<file path="src/rtl/snbr_pkg.sv">
package snbr_pkg;

  localparam int unsigned XW   = 32;
  localparam int unsigned FB   = 16;
  localparam int unsigned DW   = XW + 1;
  localparam int unsigned QW   = XW + FB;
  localparam int unsigned WW   = QW + 3;
  localparam int unsigned CfgIdxW = 2;

  localparam logic signed [XW-1:0] XMax = {1'b0, {(XW-1){1'b1}}};
  localparam logic signed [XW-1:0] XMin = {1'b1, {(XW-1){1'b0}}};

  localparam logic REQ_START = 1'b0;
  localparam logic REQ_EVAL  = 1'b1;

  localparam logic [CfgIdxW-1:0] CFG_ITER_LIMIT = 2'd0;
  localparam logic [CfgIdxW-1:0] CFG_REL_TOL    = 2'd1;
  localparam logic [CfgIdxW-1:0] CFG_SLOPE_FLR  = 2'd2;

  typedef enum logic [2:0] {
    PH_INIT   = 3'd0,
    PH_RISE   = 3'd1,
    PH_FALL   = 3'd2,
    PH_BRK_A  = 3'd3,
    PH_BRK_B  = 3'd4,
    PH_WIDE_A = 3'd5,
    PH_WIDE_B = 3'd6,
    PH_IDLE   = 3'd7
  } search_phase_e;

  typedef enum logic [1:0] {
    CS_IDLE,
    CS_CALC,
    CS_DONE,
    CS_RESP
  } ctl_state_e;

  typedef enum logic [1:0] {
    ST_EVAL      = 2'd0,
    ST_CONV      = 2'd1,
    ST_OUT       = 2'd2,
    ST_IDLE_EVAL = 2'd3
  } status_e;

  typedef enum logic [1:0] {
    NX_NEWTON,
    NX_MID,
    NX_REFLECT,
    NX_GUARD
  } nx_sel_e;

  function automatic logic signed [XW-1:0] sat_x(input logic signed [WW-1:0] v);
    logic signed [XW-1:0] r;
    if (v > WW'(XMax)) r = XMax;
    else if (v < WW'(XMin)) r = XMin;
    else r = v[XW-1:0];
    return r;
  endfunction

endpackage

</file>
<file path="src/rtl/snbr_if.sv">
interface snbr_req_if;
  logic                              valid;
  logic                              ready;
  logic                              req_type;
  logic signed [snbr_pkg::XW-1:0]    target_value;
  logic signed [snbr_pkg::XW-1:0]    start_x;
  logic signed [snbr_pkg::XW-1:0]    f_value;
  logic signed [snbr_pkg::XW-1:0]    f_slope;
  modport source (output valid, req_type, target_value, start_x, f_value, f_slope,
                  input ready);
  modport sink (input valid, req_type, target_value, start_x, f_value, f_slope,
                output ready);
endinterface

interface snbr_rsp_if;
  logic                              valid;
  logic                              ready;
  logic signed [snbr_pkg::XW-1:0]    next_x;
  logic [1:0]                        status;
  modport source (output valid, next_x, status, input ready);
  modport sink (input valid, next_x, status, output ready);
endinterface

interface snbr_cfg_if;
  logic                              valid;
  logic                              ready;
  logic [snbr_pkg::CfgIdxW-1:0]      index;
  logic [31:0]                       data;
  modport source (output valid, index, data, input ready);
  modport sink (input valid, index, data, output ready);
endinterface

</file>
<file path="src/rtl/snbr_div.sv">
module snbr_div #(
  parameter int unsigned DvdW = 48,
  parameter int unsigned DvsW = 32
) (
  input  logic            clk_i,
  input  logic            rst_ni,
  input  logic            start_i,
  input  logic [DvdW-1:0] dividend_i,
  input  logic [DvsW-1:0] divisor_i,
  output logic            done_o,
  output logic [DvdW-1:0] quot_o
);

  localparam int unsigned CntW = $clog2(DvdW);
  localparam logic [CntW-1:0] Last = CntW'(DvdW - 1);

  logic [DvdW-1:0] quot_q, quot_d;
  logic [DvsW-1:0] rem_q, rem_d, dvs_q;
  logic [CntW-1:0] cnt_q, cnt_d;
  logic            busy_q, busy_d, done_q, done_d;
  logic [DvsW:0]   trial, diff;
  logic            ge;

  // one quotient bit per cycle, restoring
  assign trial = {rem_q, quot_q[DvdW-1]};
  assign ge    = trial >= {1'b0, dvs_q};
  assign diff  = trial - {1'b0, dvs_q};

  always_comb begin
    quot_d = quot_q;
    rem_d  = rem_q;
    cnt_d  = cnt_q;
    busy_d = busy_q;
    done_d = 1'b0;
    if (start_i) begin
      quot_d = dividend_i;
      rem_d  = '0;
      cnt_d  = '0;
      busy_d = 1'b1;
    end else if (busy_q) begin
      quot_d = {quot_q[DvdW-2:0], ge};
      rem_d  = ge ? diff[DvsW-1:0] : trial[DvsW-1:0];
      cnt_d  = cnt_q + 1'b1;
      if (cnt_q == Last) begin
        busy_d = 1'b0;
        done_d = 1'b1;
      end
    end
  end

  always_ff @(posedge clk_i or negedge rst_ni) begin
    if (!rst_ni) begin
      busy_q <= 1'b0;
      done_q <= 1'b0;
      cnt_q  <= '0;
    end else begin
      busy_q <= busy_d;
      done_q <= done_d;
      cnt_q  <= cnt_d;
    end
  end

  always_ff @(posedge clk_i) begin
    quot_q <= quot_d;
    rem_q  <= rem_d;
    if (start_i) dvs_q <= divisor_i;
  end

  assign done_o = done_q;
  assign quot_o = quot_q;

endmodule

</file>
<file path="src/rtl/safeguarded_newton_bisection_root_top.sv">
// channel  dir  handshake      word
// req_i    in   valid/ready    req_type, target_value, start_x, f_value, f_slope
// rsp_o    out  valid/ready    next_x, status
// cfg_i    in   valid/ready    index, data (ready always high)
//
// start word, or evaluation while idle: the result goes from res_x_q to rsp_o via CS_RESP,
//   and the next word is accepted once control is back in CS_IDLE
// evaluation: the result waits on the serial divider (one quotient bit per cycle over
//   the 48-bit scaled dividend) and req_i stays not ready until it is loaded into rsp_o;
//   the tolerance product runs alongside it
// rsp_o is a registered stage: a new word is taken while a result waits there, and a
//   second finished result holds in place and stalls req_i until rsp_o drains
// reset clears control, search state and the config registers to their defaults, not data registers
module safeguarded_newton_bisection_root_top (
  input  logic        clk_i,
  input  logic        rst_ni,
  snbr_req_if.sink    req_i,
  snbr_rsp_if.source  rsp_o,
  snbr_cfg_if.sink    cfg_i
);

  localparam int unsigned XW = snbr_pkg::XW;
  localparam int unsigned DW = snbr_pkg::DW;
  localparam int unsigned QW = snbr_pkg::QW;
  localparam int unsigned WW = snbr_pkg::WW;
  localparam logic [5:0] MulSteps = 6'd32;

  // configuration registers
  logic [7:0]  iter_limit_q;
  logic [31:0] rel_tol_q;
  logic [30:0] slope_floor_q;

  // search state
  snbr_pkg::search_phase_e phase_q, phase_d;
  logic signed [XW-1:0] cur_x_q, cur_x_d;
  logic signed [XW-1:0] wanted_q, wanted_d;
  logic [31:0]          scale_q, scale_d;
  logic signed [XW-1:0] lo_q, lo_d, hi_q, hi_d;
  logic [7:0]           left_q, left_d;

  // per evaluation work registers
  logic signed [DW-1:0] d_q;
  logic signed [XW-1:0] s_q;
  logic [63:0]          acc_q;
  logic [31:0]          mplier_q;
  logic [5:0]           mul_cnt_q;

  // pending immediate response and output stage
  logic signed [XW-1:0] res_x_q;
  snbr_pkg::status_e    res_st_q;
  logic                 out_valid_q;
  logic signed [XW-1:0] out_x_q;
  snbr_pkg::status_e    out_st_q;

  snbr_pkg::ctl_state_e cs_q, cs_d;
  logic in_fire, load, div_start, div_done, is_eval;
  logic [QW-1:0] quot;

  // ---------------- configuration port
  assign cfg_i.ready = 1'b1;

  always_ff @(posedge clk_i or negedge rst_ni) begin
    if (!rst_ni) begin
      iter_limit_q  <= 8'd200;
      rel_tol_q     <= 32'd1;
      slope_floor_q <= '0;
    end else if (cfg_i.valid) begin
      unique case (cfg_i.index)
        snbr_pkg::CFG_ITER_LIMIT: iter_limit_q  <= cfg_i.data[7:0];
        snbr_pkg::CFG_REL_TOL:    rel_tol_q     <= cfg_i.data;
        snbr_pkg::CFG_SLOPE_FLR:  slope_floor_q <= cfg_i.data[30:0];
        default: ;
      endcase
    end
  end

  // ---------------- control sequencer
  assign in_fire = req_i.valid && req_i.ready;
  assign is_eval = (req_i.req_type == snbr_pkg::REQ_EVAL) && (phase_q != snbr_pkg::PH_IDLE);

  always_comb begin
    cs_d = cs_q;
    unique case (cs_q)
      snbr_pkg::CS_IDLE: if (in_fire) cs_d = is_eval ? snbr_pkg::CS_CALC : snbr_pkg::CS_RESP;
      snbr_pkg::CS_CALC: if (div_done) cs_d = snbr_pkg::CS_DONE;
      snbr_pkg::CS_DONE: if (load) cs_d = snbr_pkg::CS_IDLE;
      snbr_pkg::CS_RESP: if (load) cs_d = snbr_pkg::CS_IDLE;
      default: cs_d = snbr_pkg::CS_IDLE;
    endcase
  end

  always_comb begin
    req_i.ready = (cs_q == snbr_pkg::CS_IDLE);
    load        = ((cs_q == snbr_pkg::CS_DONE) || (cs_q == snbr_pkg::CS_RESP)) &&
                  (!out_valid_q || rsp_o.ready);
    div_start   = in_fire && is_eval;
  end

  always_ff @(posedge clk_i or negedge rst_ni) begin
    if (!rst_ni) cs_q <= snbr_pkg::CS_IDLE;
    else         cs_q <= cs_d;
  end

  // ---------------- operands from the incoming word
  logic signed [DW-1:0] d_in, d_in_neg;
  logic signed [XW:0]   s_ext;
  logic [XW:0]          s_abs;
  logic [31:0]          tgt_abs;

  assign d_in     = DW'(req_i.f_value) - DW'(wanted_q);
  assign d_in_neg = -d_in;
  assign s_ext    = (XW+1)'(req_i.f_slope);
  assign s_abs    = s_ext[XW] ? 33'(-s_ext) : 33'(s_ext);
  assign tgt_abs  = req_i.target_value[XW-1] ? 32'(-req_i.target_value)
                                             : 32'(req_i.target_value);

  snbr_div #(.DvdW(QW), .DvsW(XW)) u_div (
    .clk_i      (clk_i),
    .rst_ni     (rst_ni),
    .start_i    (div_start),
    .dividend_i ({(d_in[DW-1] ? d_in_neg[XW-1:0] : d_in[XW-1:0]), {snbr_pkg::FB{1'b0}}}),
    .divisor_i  (s_abs[XW-1:0]),
    .done_o     (div_done),
    .quot_o     (quot)
  );

  // tolerance * scale, shift and add, one multiplier bit per cycle
  logic [32:0] mul_sum;
  assign mul_sum = {1'b0, acc_q[63:32]} + (mplier_q[0] ? {1'b0, rel_tol_q} : 33'd0);

  always_ff @(posedge clk_i or negedge rst_ni) begin
    if (!rst_ni) mul_cnt_q <= MulSteps;
    else if (div_start) mul_cnt_q <= '0;
    else if (mul_cnt_q != MulSteps) mul_cnt_q <= mul_cnt_q + 6'd1;
  end

  always_ff @(posedge clk_i) begin
    if (div_start) begin
      acc_q    <= '0;
      mplier_q <= scale_q;
      d_q      <= d_in;
      s_q      <= req_i.f_slope;
    end else if (mul_cnt_q != MulSteps) begin
      acc_q    <= {mul_sum, acc_q[31:1]};
      mplier_q <= {1'b0, mplier_q[31:1]};
    end
  end

  // ---------------- step evaluation
  logic signed [DW-1:0] d_neg_v;
  logic [31:0] mag_d;
  logic [XW:0] s_abs_q;
  logic        d_pos, d_neg, d_zero, s_pos, flat, conv;
  logic signed [WW-1:0] q_signed;
  logic signed [XW-1:0] newton_x;

  assign d_neg_v = -d_q;
  assign mag_d   = d_q[DW-1] ? d_neg_v[XW-1:0] : d_q[XW-1:0];
  assign s_abs_q = s_q[XW-1] ? 33'(-(33'(s_q))) : 33'(s_q);
  assign d_zero  = (d_q == '0);
  assign d_neg   = d_q[DW-1];
  assign d_pos   = !d_neg && !d_zero;
  assign s_pos   = !s_q[XW-1] && (s_q != '0);
  assign flat    = s_abs_q <= {2'b00, slope_floor_q};
  assign conv    = {mag_d, 32'd0} < acc_q;

  assign q_signed = (d_neg ^ s_q[XW-1]) ? -WW'(quot) : WW'(quot);

  always_comb begin
    if (!flat) newton_x = snbr_pkg::sat_x(WW'(cur_x_q) - q_signed);
    else if (d_zero) newton_x = cur_x_q;
    else if (s_pos == d_neg) newton_x = snbr_pkg::XMax;
    else newton_x = snbr_pkg::XMin;
  end

  // bracket bookkeeping and choice of the next x
  snbr_pkg::search_phase_e ph_n;
  logic signed [XW-1:0] lo_n, hi_n, ra, rb, x;
  snbr_pkg::nx_sel_e sel;
  logic crossed;

  assign x = cur_x_q;

  always_comb begin
    lo_n    = lo_q;
    hi_n    = hi_q;
    ph_n    = phase_q;
    sel     = snbr_pkg::NX_NEWTON;
    ra      = lo_q;
    rb      = hi_q;
    crossed = 1'b0;
    unique case (phase_q)
      snbr_pkg::PH_INIT: begin
        lo_n = x;
        hi_n = x;
        ph_n = d_pos ? snbr_pkg::PH_RISE : snbr_pkg::PH_FALL;
      end
      snbr_pkg::PH_RISE, snbr_pkg::PH_FALL: begin
        crossed = (phase_q == snbr_pkg::PH_RISE) ? d_neg : d_pos;
        if (crossed) begin
          sel = snbr_pkg::NX_MID;
          if (phase_q == snbr_pkg::PH_RISE) begin
            if (hi_q > x) begin lo_n = x; ph_n = snbr_pkg::PH_BRK_A; end
            else begin hi_n = x; ph_n = snbr_pkg::PH_BRK_B; end
          end else begin
            if (lo_q < x) begin hi_n = x; ph_n = snbr_pkg::PH_BRK_A; end
            else begin lo_n = x; ph_n = snbr_pkg::PH_BRK_B; end
          end
        end else begin
          if (hi_q > x) lo_n = x;
          else hi_n = x;
          ph_n = (phase_q == snbr_pkg::PH_RISE) ? snbr_pkg::PH_WIDE_A : snbr_pkg::PH_WIDE_B;
        end
      end
      snbr_pkg::PH_BRK_A, snbr_pkg::PH_BRK_B: begin
        sel = snbr_pkg::NX_GUARD;
        if ((phase_q == snbr_pkg::PH_BRK_A) ? d_pos : d_neg) hi_n = x;
        else lo_n = x;
      end
      snbr_pkg::PH_WIDE_A, snbr_pkg::PH_WIDE_B: begin
        crossed = (phase_q == snbr_pkg::PH_WIDE_A) ? d_neg : d_pos;
        if (crossed) begin
          sel = snbr_pkg::NX_MID;
          if (phase_q == snbr_pkg::PH_WIDE_A) begin
            if (hi_q > x) begin lo_n = x; ph_n = snbr_pkg::PH_BRK_A; end
            else begin lo_n = hi_q; hi_n = x; ph_n = snbr_pkg::PH_BRK_B; end
          end else begin
            if (lo_q < x) begin hi_n = x; ph_n = snbr_pkg::PH_BRK_A; end
            else begin lo_n = x; ph_n = snbr_pkg::PH_BRK_B; end
          end
        end else begin
          sel = snbr_pkg::NX_REFLECT;
          priority if (x < lo_q) begin
            lo_n = x; ra = hi_q; rb = x;
          end else if (x > hi_q) begin
            hi_n = x; ra = lo_q; rb = x;
          end else if (phase_q == snbr_pkg::PH_WIDE_A) begin
            ra = lo_q; rb = hi_q;
          end else begin
            ra = hi_q; rb = lo_q;
          end
        end
      end
      snbr_pkg::PH_IDLE: sel = snbr_pkg::NX_NEWTON;
    endcase
  end

  // midpoint truncated toward zero, widening as 2a - b
  logic signed [XW:0]   mid_sum, mid_adj, mid_sh;
  logic signed [XW-1:0] mid_x, refl_x, step_x;
  logic signed [XW+1:0] refl_w;

  assign mid_sum = (XW+1)'(lo_n) + (XW+1)'(hi_n);
  assign mid_adj = mid_sum[XW] ? mid_sum + 33'sd1 : mid_sum;
  assign mid_sh  = mid_adj >>> 1;
  assign mid_x   = mid_sh[XW-1:0];
  assign refl_w  = ((XW+2)'(ra) <<< 1) - (XW+2)'(rb);
  assign refl_x  = snbr_pkg::sat_x(WW'(refl_w));

  always_comb begin
    unique case (sel)
      snbr_pkg::NX_NEWTON:  step_x = newton_x;
      snbr_pkg::NX_MID:     step_x = mid_x;
      snbr_pkg::NX_REFLECT: step_x = refl_x;
      snbr_pkg::NX_GUARD:   step_x = ((newton_x < lo_n) || (newton_x > hi_n)) ? mid_x
                                                                             : newton_x;
      default:              step_x = newton_x;
    endcase
  end

  // ---------------- state update
  logic [7:0] left_dec;
  assign left_dec = left_q - 8'd1;

  always_comb begin
    phase_d  = phase_q;
    cur_x_d  = cur_x_q;
    wanted_d = wanted_q;
    scale_d  = scale_q;
    lo_d     = lo_q;
    hi_d     = hi_q;
    left_d   = left_q;
    if (in_fire && (req_i.req_type == snbr_pkg::REQ_START)) begin
      wanted_d = req_i.target_value;
      cur_x_d  = req_i.start_x;
      scale_d  = (tgt_abs == '0) ? 32'd1 : tgt_abs;
      phase_d  = snbr_pkg::PH_INIT;
      left_d   = (iter_limit_q == '0) ? 8'd1 : iter_limit_q;
      lo_d     = '0;
      hi_d     = '0;
    end else if (load && (cs_q == snbr_pkg::CS_DONE)) begin
      left_d = left_dec;
      if (conv) begin
        phase_d = snbr_pkg::PH_IDLE;
      end else begin
        cur_x_d = step_x;
        lo_d    = lo_n;
        hi_d    = hi_n;
        phase_d = (left_dec == '0) ? snbr_pkg::PH_IDLE : ph_n;
      end
    end
  end

  always_ff @(posedge clk_i or negedge rst_ni) begin
    if (!rst_ni) begin
      phase_q  <= snbr_pkg::PH_IDLE;
      cur_x_q  <= '0;
      wanted_q <= '0;
      scale_q  <= '0;
      lo_q     <= '0;
      hi_q     <= '0;
      left_q   <= '0;
    end else begin
      phase_q  <= phase_d;
      cur_x_q  <= cur_x_d;
      wanted_q <= wanted_d;
      scale_q  <= scale_d;
      lo_q     <= lo_d;
      hi_q     <= hi_d;
      left_q   <= left_d;
    end
  end

  // immediate responses: start echoes its guess, idle evaluation reports x
  always_ff @(posedge clk_i) begin
    if (in_fire) begin
      if (req_i.req_type == snbr_pkg::REQ_START) begin
        res_x_q  <= req_i.start_x;
        res_st_q <= snbr_pkg::ST_EVAL;
      end else begin
        res_x_q  <= cur_x_q;
        res_st_q <= snbr_pkg::ST_IDLE_EVAL;
      end
    end
  end

  // ---------------- output stage
  always_ff @(posedge clk_i or negedge rst_ni) begin
    if (!rst_ni) out_valid_q <= 1'b0;
    else if (load) out_valid_q <= 1'b1;
    else if (rsp_o.ready) out_valid_q <= 1'b0;
  end

  always_ff @(posedge clk_i) begin
    if (load) begin
      if (cs_q == snbr_pkg::CS_RESP) begin
        out_x_q  <= res_x_q;
        out_st_q <= res_st_q;
      end else if (conv) begin
        out_x_q  <= cur_x_q;
        out_st_q <= snbr_pkg::ST_CONV;
      end else begin
        out_x_q  <= step_x;
        out_st_q <= (left_dec == '0) ? snbr_pkg::ST_OUT : snbr_pkg::ST_EVAL;
      end
    end
  end

  assign rsp_o.valid  = out_valid_q;
  assign rsp_o.next_x = out_x_q;
  assign rsp_o.status = out_st_q;

endmodule
</file>
<file path="src/flat_wrapper.sv">
// flat-port wrapper written by rule: the top's interface ports become plain ports
module safeguarded_newton_bisection_root_top_flat 
  (clk_i, rst_ni, req_i_valid, req_i_req_type, req_i_target_value, req_i_start_x, req_i_f_value, req_i_f_slope, req_i_ready, rsp_o_valid, rsp_o_next_x, rsp_o_status, rsp_o_ready, cfg_i_valid, cfg_i_index, cfg_i_data, cfg_i_ready);
  snbr_req_if req_i_i ();
  snbr_rsp_if rsp_o_i ();
  snbr_cfg_if cfg_i_i ();
  input  logic clk_i;
  input  logic rst_ni;
  input wire logic [$bits(req_i_i.valid)-1:0] req_i_valid;
  input wire logic [$bits(req_i_i.req_type)-1:0] req_i_req_type;
  input wire logic [$bits(req_i_i.target_value)-1:0] req_i_target_value;
  input wire logic [$bits(req_i_i.start_x)-1:0] req_i_start_x;
  input wire logic [$bits(req_i_i.f_value)-1:0] req_i_f_value;
  input wire logic [$bits(req_i_i.f_slope)-1:0] req_i_f_slope;
  output wire logic [$bits(req_i_i.ready)-1:0] req_i_ready;
  output wire logic [$bits(rsp_o_i.valid)-1:0] rsp_o_valid;
  output wire logic [$bits(rsp_o_i.next_x)-1:0] rsp_o_next_x;
  output wire logic [$bits(rsp_o_i.status)-1:0] rsp_o_status;
  input wire logic [$bits(rsp_o_i.ready)-1:0] rsp_o_ready;
  input wire logic [$bits(cfg_i_i.valid)-1:0] cfg_i_valid;
  input wire logic [$bits(cfg_i_i.index)-1:0] cfg_i_index;
  input wire logic [$bits(cfg_i_i.data)-1:0] cfg_i_data;
  output wire logic [$bits(cfg_i_i.ready)-1:0] cfg_i_ready;
  assign req_i_i.valid = req_i_valid;
  assign req_i_i.req_type = req_i_req_type;
  assign req_i_i.target_value = req_i_target_value;
  assign req_i_i.start_x = req_i_start_x;
  assign req_i_i.f_value = req_i_f_value;
  assign req_i_i.f_slope = req_i_f_slope;
  assign req_i_ready = req_i_i.ready;
  assign rsp_o_valid = rsp_o_i.valid;
  assign rsp_o_next_x = rsp_o_i.next_x;
  assign rsp_o_status = rsp_o_i.status;
  assign rsp_o_i.ready = rsp_o_ready;
  assign cfg_i_i.valid = cfg_i_valid;
  assign cfg_i_i.index = cfg_i_index;
  assign cfg_i_i.data = cfg_i_data;
  assign cfg_i_ready = cfg_i_i.ready;
  safeguarded_newton_bisection_root_top u_core (.clk_i(clk_i), .rst_ni(rst_ni), .req_i(req_i_i), .rsp_o(rsp_o_i), .cfg_i(cfg_i_i));
endmodule
</file>
<file path="config.mk">
export PLATFORM = sky130hd
export DESIGN_NAME = safeguarded_newton_bisection_root_top_flat
export DESIGN_NICKNAME = d
export VERILOG_FILES = /design/src/rtl/snbr_pkg.sv /design/src/rtl/snbr_if.sv /design/src/rtl/snbr_div.sv /design/src/rtl/safeguarded_newton_bisection_root_top.sv /design/src/flat_wrapper.sv
export SDC_FILE = /design/constraint.sdc
export NUM_CORES = 2
export LEC_CHECK = 0
export BUFFER_PORTS_ARGS = -buffer_cell sky130_fd_sc_hd__buf_2
export CAP_MARGIN = 5
export CORE_MARGIN = 2
export CORE_UTILIZATION = 60
export CTS_BUF_LIST = sky130_fd_sc_hd__clkbuf_4
export CTS_CLUSTER_DIAMETER = 80
export DETAILED_ROUTE_END_ITERATION = 7
export PLACE_DENSITY = 0.79
export RECOVER_POWER = 100
export SLEW_MARGIN = 20
export SYNTH_ARGS = -nofsm -noshare
export SYNTH_HDL_FRONTEND = slang
export SYNTH_SLANG_ARGS = --single-unit
</file>
<file path="constraint.sdc">
create_clock -name clk_i -period 15.2 [get_ports clk_i]
set_input_delay 0 -clock clk_i [delete_from_list [all_inputs] [get_ports clk_i]]
set_output_delay 0 -clock clk_i [all_outputs]
set_load 0.01 [all_outputs]
</file>
After elaboration in Yosys (flattened, before gate mapping)
Cells that the tools add are included.
{ "word_totals": {"ff_bits": 600, "output_inout_bits": 37, "in_bits": 168, "elab_cells": 229} }
{ "classes": {"bitwise": 2, "order_cmp": 13, "n_addsub": 16, "n_reduce_logical": 39, "n_mux": 107, "n_eq_ne": 23} }
{ "op_table": {"columns": ["operator", "count"], "rows": [
  ["two-way mux 32 bit", 55],
  ["case mux 32 bit (4 select lines)", 3],
  ["negator 32 bit", 4],
  ["greater-than comparator 32 bit", 3],
  ["< comparator 32 bit", 3],
  ["two-way mux 48 bit", 2],
  ["two-way mux 33 bit", 2],
  ["< comparator 64 bit", 1],
  ["greater-than comparator 51 x 32 -> 1 bit, second input constant", 1],
  ["< comparator 51 x 32 -> 1 bit, second input constant", 1],
  ["two-way mux 51 bit", 1],
  ["negator 48 -> 51 bit", 1],
  ["subtractor 32 x 51 -> 51 bit", 1],
  ["greater-than comparator 34 x 32 -> 1 bit, second input constant", 1],
  ["< comparator 34 x 32 -> 1 bit, second input constant", 1],
  ["subtractor 33 x 32 -> 34 bit", 1],
  ["adder 32 x 32 -> 33 bit", 1],
  ["adder 32 x 33 -> 33 bit", 1],
  ["adder 33 x 2 -> 33 bit, second input constant", 1],
  [">= comparator 33 x 32 -> 1 bit", 1],
  ["<= comparator 33 x 31 -> 1 bit", 1],
  ["logical NOT 33 bit", 1],
  ["negator 32 -> 33 bit", 1],
  ["subtractor 32 x 32 -> 33 bit", 1],
  ["other kinds (38)", 111]
]} }

Longest topological paths before layout
{ "logic_depth": {"ltp_word": 14, "ltp_mapped": 52} }

Hierarchy
A second synthesis with hierarchy kept.
{ "unflattened": {"cells_unflattened": 5705, "area_unflattened_um2": 48560.3} }
{ "modules_own_cells": {"columns": ["mod", "area_each_um2", "n_inst", "cells_per_inst", "seq_area_each_um2"], "rows": [
  ["safeguarded_newton_bisection_root_top", 41965.2, 1, 5093, 12497.0],
  ["snbr_div", 6595.1, 1, 612, 3243.1]
]} }

Worst setup path after synthesis
Ideal clock, no wire load.
{ "synth_timing": {"path_kind": "register to register", "from": "register u_core.u_div.quot_q[0], in the netlist u_core.u_div.quot_o[0]", "to": "register u_core.out_x_q[15], in the netlist u_core.rsp_o.next_x[15], data pin", "setup_slack_ps": 5608, "required_time_ps": 14932, "setup_time_ps": 268, "arrival_time_ps": 9324, "stages_incl_launch_ff": 47, "period_less_slack_ps": 9592, "path_cell_list": "dfxtp_1 inv_1 ha_1 nand2_1 or4_1 nor3_1 nand3b_1 or4_1 or4_1 o21ai_0 xor2_1 ha_1 clkbuf_1 nand3_1 nor4_1 nand2_1 mux2i_1 o32ai_1 (+11 left out) nor2b_1 o21a_1 o21a_1 o21a_1 o21a_1 o21a_1 o21ai_0 a21oi_1 or4_1 o211ai_1 o311ai_0 a31oi_1 a211oi_2 nor2_4 buf_6 nor2_1 a2111oi_1 nor3_1"} }
{ "synth_via": {"elab_chain_cells": 13} }
{ "synth_rtl": {"columns": ["element", "line_no", "text"], "rows": [
  ["from (decl)", "snbr_div.sv:17", "logic [DvdW-1:0] quot_q, quot_d;"],
  ["from (signal assigned)", "snbr_div.sv:64", "quot_q <= quot_d;"],
  ["negator 48 -> 51 bit", "safeguarded_newton_bisection_root_top.sv:167", "assign q_signed = (d_neg ^ s_q[XW-1]) ? -WW'(quot) : WW'(quot);"],
  ["two-way mux 51 bit (*)", "safeguarded_newton_bisection_root_top.sv:167", null],
  ["subtractor 32 x 51 -> 51 bit (*)", "safeguarded_newton_bisection_root_top.sv:170", "if (!flat) newton_x = snbr_pkg::sat_x(WW'(cur_x_q) - q_signed);"],
  ["< comparator 51 x 32 -> 1 bit", "snbr_pkg.sv:55", "else if (v < WW'(XMin)) r = XMin;"],
  ["two-way mux 32 bit", "snbr_pkg.sv:55", null],
  ["two-way mux 32 bit (*)", "snbr_pkg.sv:54", "if (v > WW'(XMax)) r = XMax;"],
  ["two-way mux 32 bit (*)", "safeguarded_newton_bisection_root_top.sv:170", null],
  ["< comparator 32 bit or greater-than comparator 32 bit (tied branches)", "safeguarded_newton_bisection_root_top.sv:265", "snbr_pkg::NX_GUARD: step_x = ((newton_x < lo_n) || (newton_x > hi_n)) ? mid_x"],
  ["logical OR 1 bit", "safeguarded_newton_bisection_root_top.sv:265", null],
  ["two-way mux 32 bit", "safeguarded_newton_bisection_root_top.sv:265", null],
  ["case mux 32 bit (4 select lines) (*)", "safeguarded_newton_bisection_root_top.sv:261", "unique case (sel)"],
  ["two-way mux 32 bit (*)", "safeguarded_newton_bisection_root_top.sv:349", "end else if (conv) begin"],
  ["two-way mux 32 bit (*)", "safeguarded_newton_bisection_root_top.sv:346", "if (cs_q == snbr_pkg::CS_RESP) begin"],
  ["to (signal assigned)", "safeguarded_newton_bisection_root_top.sv:347", "out_x_q <= res_x_q;"],
  ["to (signal assigned)", "safeguarded_newton_bisection_root_top.sv:350", "out_x_q <= cur_x_q;"],
  ["to (signal assigned)", "safeguarded_newton_bisection_root_top.sv:353", "out_x_q <= step_x;"],
  ["to (decl)", "safeguarded_newton_bisection_root_top.sv:52", "logic signed [XW-1:0] out_x_q;"]
]} }
Mark *: on every way between the ends. The rest lies on a longest branch, timed or not.
A chain may end at the register's enable or synchronous reset.

Worst setup path in the final report
{ "layout_timing": {"from": "register u_core.u_div.quot_q[1], in the netlist u_core.u_div.quot_o[1]", "to": "register u_core.cur_x_q[7]"} }
{ "layout_via": {"elab_chain_cells": 14} }
{ "layout_rtl": {"columns": ["element", "line_no", "text"], "rows": [
  ["negator 48 -> 51 bit", "safeguarded_newton_bisection_root_top.sv:167", null],
  ["two-way mux 51 bit (*)", "safeguarded_newton_bisection_root_top.sv:167", null],
  ["subtractor 32 x 51 -> 51 bit (*)", "safeguarded_newton_bisection_root_top.sv:170", null],
  ["< comparator 51 x 32 -> 1 bit", "snbr_pkg.sv:55", null],
  ["two-way mux 32 bit", "snbr_pkg.sv:55", null],
  ["two-way mux 32 bit (*)", "snbr_pkg.sv:54", null],
  ["two-way mux 32 bit (*)", "safeguarded_newton_bisection_root_top.sv:170", null],
  ["< comparator 32 bit or greater-than comparator 32 bit (tied branches)", "safeguarded_newton_bisection_root_top.sv:265", null],
  ["logical OR 1 bit", "safeguarded_newton_bisection_root_top.sv:265", null],
  ["two-way mux 32 bit", "safeguarded_newton_bisection_root_top.sv:265", null],
  ["case mux 32 bit (4 select lines) (*)", "safeguarded_newton_bisection_root_top.sv:261", null],
  ["two-way mux 32 bit (*)", null, null],
  ["two-way mux 32 bit (*)", "safeguarded_newton_bisection_root_top.sv:291", "end else if (load && (cs_q == snbr_pkg::CS_DONE)) begin"],
  ["two-way mux 32 bit (*)", "safeguarded_newton_bisection_root_top.sv:283", "if (in_fire && (req_i.req_type == snbr_pkg::REQ_START)) begin"],
  ["to (signal assigned)", "safeguarded_newton_bisection_root_top.sv:315", "cur_x_q <= cur_x_d;"],
  ["to (decl)", "safeguarded_newton_bisection_root_top.sv:35", "logic signed [XW-1:0] cur_x_q, cur_x_d;"]
]} }
Mark *: on every way between the ends. The rest lies on a longest branch, timed or not. The select of a mux whose other input is x is not followed.

==> impl_metrics.py <==
metrics = {
    "floorplanning": {
        "die_w_um": 287.0,
        "rows": 103,
        "die_h_um": 287.0,
        "initial_core_util_pct": 60.71,
        "core_um2": 79130,
        "io_pins": 205,
        "dieArea_um2": 82350,
    },
    "finish": {
        "filler_cell_count": 6091,
        "drive_above_1_share_pct": 11.05,
        "area_growth_pct": 15.77,
        "final_nets": 6794,
        "seqCellArea_um2": 15550,
        "multiInputGateArea_um2": 30220,
    },
    "clocking": {
        "cts_num_sinks": 598,
        "htreeDepth": 4,
        "clkTransAtPathRegs_ns": 0.08,
        "cts_buffer_depth": 3,
        "cts_made_buffers": 166,
        "clock_tree.root_cell": "clkbuf_4",
        "cts_tree": "done",
        "worstSkewPairLatency_ns": 1.12,
    },
    "status": {
        "status": "finished with violations",
        "violations": "design-rule violations, max-capacitance violations, max-slew violations",
    },
    "critical_path": {
        "cp_top_family": "simple AND/OR/NAND/NOR gates",
        "required_ns": 16.16,
        "crit_fanout": 14,
        "critPathLaunchType": "register",
        "r2r_start": "u_core.u_div.quot_o[1]",
        "arrival_ns": 14.12,
        "rr_endpoint": "u_core.cur_x_q[7]",
        "cp-end-kind": "register",
        "rr_worst_depth": 39,
        "cp_slowest_cell": "or2_0",
        "reg2reg_slack_ns": 2.04,
        "critical_path_buf_inv_count": 3,
        "path_class": "register to register",
        "critPathMaxStageDelay_ns": 0.96,
    },
    "synth": {
        "synthFlopType": "dfrtp_1",
        "synth_edf_count": 227,
        "synth_warnings": 0,
        "synth_nets": 6273,
        "synth-async-reset-ratio_pct": 43.31,
        "avgSynthCellArea_um2": 8.447,
        "yosysSeqAreaShare_pct": 32.37,
        "synthCells": 5687,
        "synth_area_um2": 48040,
        "ys_ff_latch": 598,
        "yosysUniqueCellTypes": 120,
    },
    "routing": {
        "ant_nets": 0,
        "drt_iter0_markers": 5659,
        "detail_route.wl_per_cell_um": 23.77,
        "vias_per_cell": 6.514,
        "drcViolationCount": 9,
        "drt_first_pass_iters": 8,
        "drt-total-wl_um": 176300,
        "num_vias": 48310,
    },
    "min_path": {
        "hp-class": "input port to register",
        "hold_depth": 5,
        "worstHoldStart": "req_i_f_slope[22]",
        "holdPathEnd": "u_core.u_div.dvs_q[31]",
    },
    "global_route": {
        "grt_pass1_vias": 46700,
        "grt_max_degree": 149,
        "grt_pass1_wl_um": 268400,
        "grt_use_met1_pct": 51.72,
        "gr-max-usage-layer": "met2",
        "antenna_found_initial": 17,
        "grt.total_usage_pct": 41.87,
        "grt_use_met3_pct": 8.246,
        "use_met2_pct": 68.70,
        "overflow": 0,
    },
    "timing": {
        "worstMarginPinSlew_ns": 5.726,
        "finalSetupTns_ns": 0,
        "clock_skew_ns": 0.1054,
        "slew_viol_final": 1334,
        "period_share_pct": 86.58,
        "maxSlewHeadroom_pct": -283.8,
        "hold_violations": 0,
        "finalCriticalPeriod_ns": 13.16,
        "rsz0062_at_grt": "no",
        "holdWs_ns": 0.1576,
        "setup_violations": 0,
        "fmax_mhz": 75.99,
    },
    "place": {
        "gp_congestion": 1.011,
        "io_buffer_count": 203,
        "dp_hpwl_um": 118900,
    },
    "flow_run": {
        "cap_violations": 23,
    },
}
==> cells in the mapped netlist, types with 24 or more instances <==
master | number | area share (%)
nand2_1 | 643 | 5.0
o21ai_0 | 476 | 5.0
a21oi_1 | 417 | 4.3
ha_1 | 412 | 11
nor2_1 | 355 | 2.8
inv_1 | 326 | 2.5
dfrtp_1 | 251 | 13
xnor2_1 | 244 | 4.4
edfxtp_1 | 227 | 14
clkbuf_1 | 221 | 1.7
nand3_1 | 178 | 1.9
xor2_1 | 151 | 2.8
mux2_2 | 138 | 3.2
a21o_1 | 130 | 2.0
nor3_1 | 120 | 1.3
dfxtp_1 | 112 | 4.7
o21a_1 | 82 | 1.3
nand2b_1 | 81 | 1.1
o31ai_1 | 66 | 1.0
nand4_1 | 65 | 0.85
mux2i_1 | 59 | 1.2
nor2b_1 | 53 | 0.69
and2_1 | 52 | 0.68
or3_1 | 51 | 0.66
o22ai_1 | 48 | 0.63
a31oi_1 | 42 | 0.55
o21ai_1 | 41 | 0.43
a211oi_1 | 37 | 0.58
o211ai_1 | 36 | 0.56
nor4_1 | 35 | 0.46
a22oi_1 | 34 | 0.53
or2_2 | 29 | 0.38
a222oi_1 | 28 | 0.58
buf_1 | 27 | 0.21
o41ai_1 | 27 | 0.49
or4_1 | 26 | 0.41
and3_1 | 24 | 0.31
==> area by class of cell <==
type                    count  share of cell area [%]
multi-input cells        4488                   54.35
repair buffers            625                   8.880
well taps                1050                   2.362
clock inverters            52                  0.6569
clock buffers             259                   3.496
diodes                     15                 0.06749
flip-flops and latches    598                   27.97
inverters                 329                   2.225
==> per-stage QoR <==
stage               area, um^2  utilization (%)  instances  setup WS, ns
CTS                      55840            70.57       7401         3.510
global placement         49880            63.04       6727         3.785
finish                   55610            70.28       7416         2.040
floorplan                48040                -       5687         5.608
global route             55610            70.27       7413         1.394
detailed placement       49880            63.04       6727         3.577
==> layer usage <==
layer	vias to the layer above	wire length, um
met3	715	17150
met5	-	56
li1	21840	-
met2	2917	80850
met4	8	11250
met1	22830	66960
==> timing repair <==
item | CTS | global route
resized for setup | 0 | 0
hold buffers | 363 | 0
endpoints found under the hold margin | 660 | 0
buffers inserted | 0 | 0
==> flip-flops by register name (all words and copies together), names as in the netlist, 8 cells and up <==
name / cells
u_core.u_div.quot_o: 48
u_core.u_div.dvs_q: 32
u_core.mplier_q: 32
u_core.u_div.rem_q: 32
u_core.d_q: 33
u_core.wanted_q: 32
u_core.cur_x_q: 32
u_core.iter_limit_q: 8
u_core.res_x_q: 32
u_core.rel_tol_q: 32
u_core.left_q: 8
u_core.lo_q: 32
u_core.acc_q: 64
u_core.hi_q: 32
u_core.s_q: 31
u_core.rsp_o.next_x: 32
u_core.slope_floor_q: 31
u_core.scale_q: 32
==> worst min-delay path: cells and delay by family <==
kind	cells	cell delay, ns
buffers and inverters	2	0.69
AND/OR/NAND/NOR	3	0.39
==> cell families after synthesis <==
group	count (synthesis)	synth area share [%]
mux	197	4.464
buf+inv	601	4.803
other cells	1	0.007806
fa+ha+maj	418	10.98
simple gates	1790	17.81
compound gates	1687	22.36
flops	598	32.37
xor+xnor	395	7.201
==> layout by cell type (no fill, tap or decap), drive strengths merged, types with 244 or more instances in the layout <==
| cell | n |
|---|---|
| a21oi | 417 |
| clkbuf | 337 |
| dfrtp | 251 |
| dlygate4sd3 | 362 |
| ha | 412 |
| inv | 336 |
| nand2 | 645 |
| nor2 | 358 |
| o21ai | 518 |
| xnor2 | 244 |
==> how the worst max path moves through the flow <==
stage,startpoint,end,slack [ns],depth (start not counted)
final,u_core.u_div.quot_o[1],u_core.cur_x_q[7],2.04,39
after global placement,u_core.u_div.quot_o[0],u_core.rsp_o.next_x[20],3.79,37
after detailed placement,u_core.u_div.quot_o[1],u_core.rsp_o.next_x[20],3.58,38
after CTS,u_core.u_div.quot_o[1],u_core.rsp_o.next_x[20],3.51,38
after floorplan,u_core.u_div.quot_o[0],u_core.rsp_o.next_x[15],5.61,46
after global routing,u_core.d_q[32],u_core.rsp_o.next_x[11],1.39,33
Power is left out: the tool's default activity adds up to more than one toggle a clock period on the data nets, which glitch-free logic cannot reach.
